File: src/hdl/sccd_pkg.sv
// Package: command codes, target codes and the queue entry type for the command deframer.
package sccd_pkg;

    localparam int QUEUE_DEPTH = 4;

    localparam logic [7:0] CMD_SN_DATA    = 8'h50;
    localparam logic [7:0] CMD_SN_VARIANT = 8'h52;
    localparam logic [7:0] CMD_FM         = 8'h51;
    localparam logic [7:0] CMD_AY         = 8'hA0;
    localparam logic [7:0] CMD_GT         = 8'hB0;
    localparam logic [7:0] CMD_WT_PCM     = 8'hC0;
    localparam logic [7:0] CMD_SCC        = 8'hD2;

    localparam logic [7:0] PCM_REG_LO = 8'h15;
    localparam logic [7:0] PCM_REG_HI = 8'h33;

    localparam logic [7:0] ACK_GOOD = 8'hAA;
    localparam logic [7:0] ACK_BAD  = 8'hFF;

    localparam logic [2:0] TGT_SN_DATA    = 3'd0;
    localparam logic [2:0] TGT_SN_VARIANT = 3'd1;
    localparam logic [2:0] TGT_FM         = 3'd2;
    localparam logic [2:0] TGT_AY         = 3'd3;
    localparam logic [2:0] TGT_GT         = 3'd4;
    localparam logic [2:0] TGT_WT         = 3'd5;
    localparam logic [2:0] TGT_PCM        = 3'd6;
    localparam logic [2:0] TGT_SCC        = 3'd7;

    typedef struct packed {
        logic       pair;
        logic       write_valid;
        logic [2:0] target;
        logic [7:0] reg_addr;
        logic [7:0] data_a;
        logic [7:0] data_b;
        logic       ack_valid;
        logic [7:0] ack_byte;
    } sccd_entry_t;

endpackage

File: src/hdl/sccd_front.sv
// Front end: frame parser that classifies received bytes and pushes completed frames.
module sccd_front
(
    input  logic                 clk,
    input  logic                 rst_n,
    input  logic                 in_valid,
    input  logic                 queue_full,
    input  logic [7:0]           rx_byte,
    output logic                 in_stall,
    output logic                 push,
    output sccd_pkg::sccd_entry_t push_entry
);

    typedef enum logic [3:0] {
        PH_IDLE = 4'b0001,
        PH_OP1  = 4'b0010,
        PH_OP2  = 4'b0100,
        PH_OP3  = 4'b1000
    } phase_t;

    phase_t     phase_reg, phase_next;
    logic [7:0] cmd_reg, cmd_next;
    logic [7:0] op1_reg, op1_next;
    logic [7:0] op2_reg, op2_next;
    logic       accept;
    logic       good;

    assign in_stall = queue_full;
    assign accept   = in_valid && !queue_full;
    assign good     = ((cmd_reg ^ op1_reg ^ op2_reg) == rx_byte);

    always_comb
    begin
        phase_next = phase_reg;
        cmd_next   = cmd_reg;
        op1_next   = op1_reg;
        op2_next   = op2_reg;
        push       = 1'b0;
        push_entry = '0;
        if (accept)
        begin
            case (phase_reg)
                PH_IDLE:
                begin
                    if (rx_byte inside {sccd_pkg::CMD_SN_DATA, sccd_pkg::CMD_SN_VARIANT,
                                        sccd_pkg::CMD_FM, sccd_pkg::CMD_AY, sccd_pkg::CMD_GT,
                                        sccd_pkg::CMD_WT_PCM, sccd_pkg::CMD_SCC})
                    begin
                        cmd_next   = rx_byte;
                        phase_next = PH_OP1;
                    end
                end
                PH_OP1:
                begin
                    if (cmd_reg inside {sccd_pkg::CMD_SN_DATA, sccd_pkg::CMD_SN_VARIANT})
                    begin
                        phase_next             = PH_IDLE;
                        push                   = 1'b1;
                        push_entry.write_valid = 1'b1;
                        push_entry.target      = (cmd_reg == sccd_pkg::CMD_SN_DATA) ?
                                                 sccd_pkg::TGT_SN_DATA :
                                                 sccd_pkg::TGT_SN_VARIANT;
                        push_entry.data_a      = rx_byte;
                    end
                    else if (cmd_reg inside {sccd_pkg::CMD_FM, sccd_pkg::CMD_AY,
                                             sccd_pkg::CMD_GT, sccd_pkg::CMD_WT_PCM,
                                             sccd_pkg::CMD_SCC})
                    begin
                        op1_next   = rx_byte;
                        phase_next = PH_OP2;
                    end
                    else
                    begin
                        phase_next = PH_IDLE;
                    end
                end
                PH_OP2:
                begin
                    if (cmd_reg == sccd_pkg::CMD_AY)
                    begin
                        phase_next             = PH_IDLE;
                        push                   = 1'b1;
                        push_entry.write_valid = 1'b1;
                        push_entry.target      = sccd_pkg::TGT_AY;
                        push_entry.reg_addr    = op1_reg;
                        push_entry.data_a      = rx_byte;
                    end
                    else if (cmd_reg inside {sccd_pkg::CMD_FM, sccd_pkg::CMD_GT,
                                             sccd_pkg::CMD_WT_PCM, sccd_pkg::CMD_SCC})
                    begin
                        op2_next   = rx_byte;
                        phase_next = PH_OP3;
                    end
                    else
                    begin
                        phase_next = PH_IDLE;
                    end
                end
                PH_OP3:
                begin
                    phase_next = PH_IDLE;
                    if (cmd_reg == sccd_pkg::CMD_SCC)
                    begin
                        push                   = 1'b1;
                        push_entry.pair        = 1'b1;
                        push_entry.write_valid = 1'b1;
                        push_entry.target      = sccd_pkg::TGT_SCC;
                        push_entry.reg_addr    = {op1_reg[6:0], 1'b0};
                        push_entry.data_a      = op2_reg;
                        push_entry.data_b      = rx_byte;
                    end
                    else if (cmd_reg == sccd_pkg::CMD_GT)
                    begin
                        if (good)
                        begin
                            push                   = 1'b1;
                            push_entry.write_valid = 1'b1;
                            push_entry.target      = sccd_pkg::TGT_GT;
                            push_entry.reg_addr    = op1_reg;
                            push_entry.data_a      = op2_reg;
                        end
                    end
                    else if (cmd_reg inside {sccd_pkg::CMD_FM, sccd_pkg::CMD_WT_PCM})
                    begin
                        push                 = 1'b1;
                        push_entry.ack_valid = 1'b1;
                        if (good)
                        begin
                            push_entry.ack_byte    = sccd_pkg::ACK_GOOD;
                            push_entry.write_valid = 1'b1;
                            push_entry.reg_addr    = op1_reg;
                            push_entry.data_a      = op2_reg;
                            if (cmd_reg == sccd_pkg::CMD_FM)
                                push_entry.target = sccd_pkg::TGT_FM;
                            else if (op1_reg inside {[sccd_pkg::PCM_REG_LO:sccd_pkg::PCM_REG_HI]})
                                push_entry.target = sccd_pkg::TGT_PCM;
                            else
                                push_entry.target = sccd_pkg::TGT_WT;
                        end
                        else
                        begin
                            push_entry.ack_byte = sccd_pkg::ACK_BAD;
                        end
                    end
                end
                default:
                begin
                    phase_next = PH_IDLE;
                end
            endcase
        end
    end

    always_ff @(posedge clk or negedge rst_n)
    begin
        if (!rst_n)
        begin
            phase_reg <= PH_IDLE;
            cmd_reg   <= '0;
            op1_reg   <= '0;
            op2_reg   <= '0;
        end
        else
        begin
            phase_reg <= phase_next;
            cmd_reg   <= cmd_next;
            op1_reg   <= op1_next;
            op2_reg   <= op2_next;
        end
    end

endmodule

File: src/hdl/sccd_queue.sv
// Queue: small FIFO of completed frames between parser and output stage.
module sccd_queue
#(
    parameter int DEPTH = sccd_pkg::QUEUE_DEPTH
)
(
    input  logic                  clk,
    input  logic                  rst_n,
    input  logic                  push,
    input  sccd_pkg::sccd_entry_t push_entry,
    input  logic                  pop,
    output logic                  full,
    output logic                  empty,
    output sccd_pkg::sccd_entry_t head
);

    localparam int PW = (DEPTH > 1) ? $clog2(DEPTH) : 1;
    localparam int CW = $clog2(DEPTH + 1);
    localparam logic [PW-1:0] PTR_LAST = PW'(DEPTH - 1);
    localparam logic [CW-1:0] CNT_FULL = CW'(DEPTH);

    sccd_pkg::sccd_entry_t mem [DEPTH];
    logic [PW-1:0] wr_ptr_reg, rd_ptr_reg;
    logic [CW-1:0] count_reg;
    logic          do_push, do_pop;

    assign full    = (count_reg == CNT_FULL);
    assign empty   = (count_reg == '0);
    assign do_push = push && !full;
    assign do_pop  = pop && !empty;
    assign head    = mem[rd_ptr_reg];

    always_ff @(posedge clk)
    begin
        if (do_push)
            mem[wr_ptr_reg] <= push_entry;
    end

    always_ff @(posedge clk or negedge rst_n)
    begin
        if (!rst_n)
        begin
            wr_ptr_reg <= '0;
            rd_ptr_reg <= '0;
            count_reg  <= '0;
        end
        else
        begin
            if (do_push)
                wr_ptr_reg <= (wr_ptr_reg == PTR_LAST) ? '0 : wr_ptr_reg + 1'b1;
            if (do_pop)
                rd_ptr_reg <= (rd_ptr_reg == PTR_LAST) ? '0 : rd_ptr_reg + 1'b1;
            if (do_push && !do_pop)
                count_reg <= count_reg + 1'b1;
            else if (do_pop && !do_push)
                count_reg <= count_reg - 1'b1;
        end
    end

endmodule

File: src/hdl/sccd_back.sv
// Back end: output register that issues one or two result transfers per queued frame.
module sccd_back
(
    input  logic                  clk,
    input  logic                  rst_n,
    input  logic                  queue_empty,
    input  sccd_pkg::sccd_entry_t head,
    output logic                  pop,
    output logic                  out_valid,
    input  logic                  out_stall,
    output logic                  write_valid,
    output logic [2:0]            target,
    output logic [7:0]            reg_addr,
    output logic [7:0]            write_data,
    output logic                  ack_valid,
    output logic [7:0]            ack_byte,
    output logic                  last
);

    logic       valid_reg;
    logic       wv_reg;
    logic [2:0] tgt_reg;
    logic [7:0] addr_reg;
    logic [7:0] data_reg;
    logic       av_reg;
    logic [7:0] ack_reg;
    logic       last_reg;
    logic       pend_reg;
    logic [7:0] pend_data_reg;
    logic       load;

    assign load = !valid_reg || !out_stall;
    assign pop  = load && !pend_reg && !queue_empty;

    always_ff @(posedge clk or negedge rst_n)
    begin
        if (!rst_n)
        begin
            valid_reg <= 1'b0;
            pend_reg  <= 1'b0;
        end
        else if (load)
        begin
            if (pend_reg)
            begin
                valid_reg <= 1'b1;
                pend_reg  <= 1'b0;
            end
            else
            begin
                valid_reg <= !queue_empty;
                pend_reg  <= !queue_empty && head.pair;
            end
        end
    end

    always_ff @(posedge clk)
    begin
        if (load)
        begin
            if (pend_reg)
            begin
                addr_reg <= {addr_reg[7:1], 1'b1};
                data_reg <= pend_data_reg;
                last_reg <= 1'b1;
            end
            else
            begin
                wv_reg        <= head.write_valid;
                tgt_reg       <= head.target;
                addr_reg      <= head.reg_addr;
                data_reg      <= head.data_a;
                av_reg        <= head.ack_valid;
                ack_reg       <= head.ack_byte;
                last_reg      <= !head.pair;
                pend_data_reg <= head.data_b;
            end
        end
    end

    assign out_valid   = valid_reg;
    assign write_valid = wv_reg;
    assign target      = tgt_reg;
    assign reg_addr    = addr_reg;
    assign write_data  = data_reg;
    assign ack_valid   = av_reg;
    assign ack_byte    = ack_reg;
    assign last        = last_reg;

    a_pend_has_out: assert property (@(posedge clk) disable iff (!rst_n)
        pend_reg |-> valid_reg)
        else $error("second write pending without a first on the output");

    a_notlast_pend: assert property (@(posedge clk) disable iff (!rst_n)
        (valid_reg && !last_reg) |-> pend_reg)
        else $error("non-final transfer without a pending second write");

    a_pair_second: assert property (@(posedge clk) disable iff (!rst_n)
        (valid_reg && !last_reg && !out_stall) |=> (valid_reg && last_reg && reg_addr[0]))
        else $error("second write of a pair did not follow");

    a_ack_code: assert property (@(posedge clk) disable iff (!rst_n)
        (valid_reg && av_reg) |->
            (ack_reg == sccd_pkg::ACK_GOOD || ack_reg == sccd_pkg::ACK_BAD))
        else $error("bad acknowledge code");

    a_nopop_pend: assert property (@(posedge clk) disable iff (!rst_n)
        pend_reg |-> !pop)
        else $error("queue popped while a pair is half issued");

endmodule

File: src/hdl/sound_chip_command_deframer.sv
// Top level: sound-chip command deframer, parser front end, frame queue and output back end.
//
//  channel | signals                                        | direction
//  --------+------------------------------------------------+----------
//  input   | in_valid, in_stall, rx_byte                    | byte in
//  output  | out_valid, out_stall, write_valid, target,     | result out
//          | reg_addr, write_data, ack_valid, ack_byte, last|
//
//  One byte per cycle is taken while the frame queue has room; the parser finishes a
//  frame in the cycle of its last byte and pushes it into the queue, from which the output
//  register loads it unless out_stall holds it. Only the double SCC write gives two results,
//  from the single output register, the second once the first is taken.
//  Reset clears parser phase, queue pointers and the output valid; no clearing pass.
//  in_stall rises only when the queue is full; the output register holds under out_stall.
module sound_chip_command_deframer
#(
    parameter int QUEUE_DEPTH = sccd_pkg::QUEUE_DEPTH
)
(
    input  logic       clk,
    input  logic       rst_n,
    input  logic       in_valid,
    output logic       in_stall,
    input  logic [7:0] rx_byte,
    output logic       out_valid,
    input  logic       out_stall,
    output logic       write_valid,
    output logic [2:0] target,
    output logic [7:0] reg_addr,
    output logic [7:0] write_data,
    output logic       ack_valid,
    output logic [7:0] ack_byte,
    output logic       last
);

    logic                  push;
    logic                  pop;
    logic                  queue_full;
    logic                  queue_empty;
    sccd_pkg::sccd_entry_t push_entry;
    sccd_pkg::sccd_entry_t head;

    sccd_front u_front
    (
        .clk        (clk),
        .rst_n      (rst_n),
        .in_valid   (in_valid),
        .queue_full (queue_full),
        .rx_byte    (rx_byte),
        .in_stall   (in_stall),
        .push       (push),
        .push_entry (push_entry)
    );

    sccd_queue #(
        .DEPTH (QUEUE_DEPTH)
    ) u_queue
    (
        .clk        (clk),
        .rst_n      (rst_n),
        .push       (push),
        .push_entry (push_entry),
        .pop        (pop),
        .full       (queue_full),
        .empty      (queue_empty),
        .head       (head)
    );

    sccd_back u_back
    (
        .clk         (clk),
        .rst_n       (rst_n),
        .queue_empty (queue_empty),
        .head        (head),
        .pop         (pop),
        .out_valid   (out_valid),
        .out_stall   (out_stall),
        .write_valid (write_valid),
        .target      (target),
        .reg_addr    (reg_addr),
        .write_data  (write_data),
        .ack_valid   (ack_valid),
        .ack_byte    (ack_byte),
        .last        (last)
    );

endmodule

File: config.mk
export PLATFORM = sky130hd
export DESIGN_NAME = sound_chip_command_deframer
export DESIGN_NICKNAME = d
export VERILOG_FILES = /design/src/hdl/sccd_pkg.sv /design/src/hdl/sccd_front.sv /design/src/hdl/sccd_queue.sv /design/src/hdl/sccd_back.sv /design/src/hdl/sound_chip_command_deframer.sv
export SDC_FILE = /design/constraint.sdc
export NUM_CORES = 1
export LEC_CHECK = 0
export ABC_CLOCK_PERIOD_IN_PS = 4900
export BUFFER_PORTS_ARGS = -buffer_cell sky130_fd_sc_hd__buf_4
export CORE_AREA = 10 10 177 179
export CTS_CLUSTER_SIZE = 30
export DETAILED_ROUTE_END_ITERATION = 10
export DIE_AREA = 0 0 187 189
export GPL_ROUTABILITY_DRIVEN = 1
export PLACE_DENSITY_LB_ADDON = 0.08
export SLEW_MARGIN = 20
export SYNTH_ARGS = -nofsm -noshare
export SYNTH_HDL_FRONTEND = slang
export SYNTH_SLANG_ARGS = --single-unit
File: constraint.sdc
create_clock -name clk -period 4.9 [get_ports clk]
set_input_delay 0.245 -clock clk [delete_from_list [all_inputs] [get_ports clk]]
set_output_delay 0.245 -clock clk [all_outputs]
set_load 0.02 [all_outputs]
==> flow_summary_export.csv <==
group,metric,value,unit
worst_setup_path,setup.worst_path.end_class,"flop",
worst_setup_path,slowest_stage,"nand2b_1",
detailed_routing,wire_per_inst,20.0,microns
floorplanning,core_area,27600,sq um
timing,fmax,0.297,GHz
worst_setup_path,reg2reg_slack,1530,ps
clock_network,cts_buffers,17,
clock_network,htree_levels,4,
detailed_routing,drc,0,
synth,ys_warn_count,0,
timing,setup_viol,0,
power_and_ir_drop,ir_drop,206,uV
cells_and_area,regMostFlops,"u_queue.mem",
cells_and_area,final_cell_area,9530,sq um
timing,grt_setup_unrepaired,"no",
synth,netlist_instances,471,
grt,busiest_layer,"met2",
detailed_routing,vias,4204,
power_and_ir_drop,p_leak,3.55,nW
place,dpl.cell_count,871,
cells_and_area,area_delta_synth_final,16.0,%
grt,grt_pass1_wl,28.6,mm
detailed_routing,drt_pass1_iterations,4,
worst_setup_path,cpPeakStageDelay,670,ps
worst_setup_path,cp.arrival,3670,ps
clock_network,clk_pin_slew,70,ps
worst_setup_path,cp.required,5210,ps
grt,grt-ovfl-total,0,
power_and_ir_drop,fin_total_pwr,4.13,mW
synth,synth_nets,490,
worst_setup_path,crit_chain,"nor3b_1 > nand2b_1 > a211oi_1 > o21a_1 > a21oi_2 > inv_1 > ha_1 > inv_1 > fa_1 > mux2_2",
grt,grt_util_met3,2.43,%
clock_network,cts_setup_buffers,0,
synth,synth_seq_cells,192,
synth,synth_area,8210,sq um
timing,hold_viol_final,0,
synth,synth-seq-area-share,68.0,%
floorplanning,boundaryPins,44,
floorplanning,fp.dieH,189,microns
grt,grt_pass1_vias,4556,
place,dpl-instance-area,8930,sq um
cells_and_area,nFillCells,2660,
grt,grt_usage,10.7,%
synth,synthTopCellsByArea,"edfxtp_1 57%, dfrtp_1 11%, mux4_2 8.5%, mux2_2 4.1%, xnor2_1 2.2%",
synth,syn_area_per_cell,17.4,sq um
cells_and_area,insertedDiodeCount,0,
detailed_routing,drtIter0Drc,227,
synth,synth_edf_count,155,
cells_and_area,finalNonFillerCells,904,
clock_network,cts_tree,"yes",
run_status,status,"completed",
timing,skew,16.1,ps
timing,slew-limit-headroom,36.4,%
grt,grt_use_met2,17.3,%
clock_network,root_buffer,"clkbuf_16",
clock_network,numClockSinks,192,
detailed_routing,wirelength,18.1,mm
clock_network,clk_path_buf_depth,2,
worst_setup_path,path_max_fanout,14,
floorplanning,rows,61,
timing,tns,0,ps
grt,met1_usage,14.0,%
place,portBuffers,43,
clock_network,cts_resized,0,
timing,min_period,3370,ps
detailed_routing,antenna_left,0,
grt,grt_max_degree,38,
place,gp_congestion,0.779,
cells_and_area,largest_register_ffs,124,
cells_and_area,nets,532,
detailed_routing,vias_per_cell,4.65,
floorplanning,start_util,29.7,%
place,hpwl,12.0,mm
power_and_ir_drop,power.density,433,nW/um^2
worst_setup_path,crit_path_start_kind,"flop",
worst_setup_path,critPathKind,"reg -> reg",
timing,finalCritPeriodShare,68.8,%
flow_run,drv_cap,0,
grt,antenna_found_initial,0,
synth,synth_top_cell_by_area,"edfxtp_1",
timing,tightest_slew,954,ps
worst_hold_path,hold_path_class,"in -> reg",
synth,synthArstFlopShare,19.3,%
worst_setup_path,critPathMostFrequentCell,"inv_1",
floorplanning,dieArea,35300,sq um
synth,yosysTopAreaCellShare,56.7,%
floorplanning,die_x,187,microns
timing,slew_viol_final,0,
cells_and_area,drive_gt1_share,32.5,%
clock_network,clk_latency,430,ps
synth,synth.distinct_cells,60,
synth,ys.flop_type,"edfxtp_1",
[synthesized netlist by cell type (8+ instances only)]
library cell	number
buf_4	9
mux2_2	30
xnor2_1	21
and2_1	10
a22o_1	15
mux4_2	31
clkbuf_1	8
nor2_1	12
nand2_1	11
buf_2	13
edfxtp_1	155
dfrtp_1	36
o21ai_0	8
nor2b_1	8
[metal layers]
layer / wire (microns) / share of wire, %
met1: 8560 / 47
met2: 8820 / 49
met3: 540 / 3.0
met4: 203 / 1.1
met5: 0 / 0
[final timing paths]
| path | startpoint | end | cells past startpoint |
|---|---|---|---|
| min in group asynchronous | rst_n | u_queue.wr_ptr_reg[0]$_DFFE_PN0P_ | 2 |
| setup reg to reg | u_queue.count_reg[0]$_DFFE_PN0P_ | u_queue.count_reg[1]$_DFFE_PN0P_ | 10 |
| hold / removal | out_stall | u_back.pend_reg$_DFFE_PN0N_ | 3 |
| hold reg to reg | u_queue.count_reg[2]$_DFFE_PN0P_ | u_queue.count_reg[2]$_DFFE_PN0P_ | 1 |
| max in group asynchronous | rst_n | u_queue.rd_ptr_reg[0]$_DFFE_PN0P_ | 2 |
| setup / recovery | u_queue.count_reg[0]$_DFFE_PN0P_ | u_queue.count_reg[1]$_DFFE_PN0P_ | 10 |
[what timing repair did]
action                                  4_1_cts  5_1_grt
hold buffers                                  1        0
endpoints found under the setup margin        0        0
endpoints found under the hold margin        36        0
[layout make-up]
type,instances,area [sq um],share of cell area [%]
sequential,192,5580,58.6
clock buffer,18,439,4.61
tap,378,473,4.96
multi-input combinational,241,2450,25.7
clock inverter,14,148,1.55
timing repair buffer,54,408,4.28
inverter,7,26.3,0.276
[worst max-delay path, delay by kind of cell (launching register included)]
kind / cells / cell delay, ps
compound gates: 3 / 770
flops: 1 / 440
fa+ha+maj: 2 / 620
simple gates: 2 / 960
buf+inv: 2 / 190
mux: 1 / 280
[logic make-up after synthesis]
kind of cell | Yosys count | share of synthesized area, %
XOR/XNOR | 28 | 2.99
buffers and inverters | 38 | 2.44
AND/OR/NAND/NOR | 87 | 6.84
multiplexers | 63 | 13.0
AO/OA/AOI/OAI | 56 | 5.62
flip-flops | 192 | 68.0
adder cells (fa/ha/maj) | 7 | 1.16
[stage by stage]
stage               setup slack (ps)  utilization [%]  hold WS, ps
floorplan                       1360                -        -50.6
global placement                1670             32.3          261
detailed placement              1540             32.3          268
CTS                             1520             34.5         94.4
global route                    1270             34.5          106
finish                          1530             34.5          113
[cell usage in the layout (no fill, tap or decap), drive strengths merged, types with 5 or more instances in the layout]
cell	instances
a21oi	6
a22o	15
and2	10
buf	53
clkbuf	18
dfrtp	36
edfxtp	155
ha	6
inv	13
mux2	32
mux4	31
nand2	12
nand2b	6
nand3	5
nand4	5
nor2	14
nor2b	8
nor3	5
nor4b	5
o21ai	9
xnor2	21
xor2	7
[report_power, final]
group / leakage (nW) / switching, mW / internal [mW]
Sequential: 2.16 / 0.212 / 1.87
Combinational: 1.11 / 0.340 / 0.351
Clock: 0.274 / 0.661 / 0.692
(Power assumes the default switching activity.)
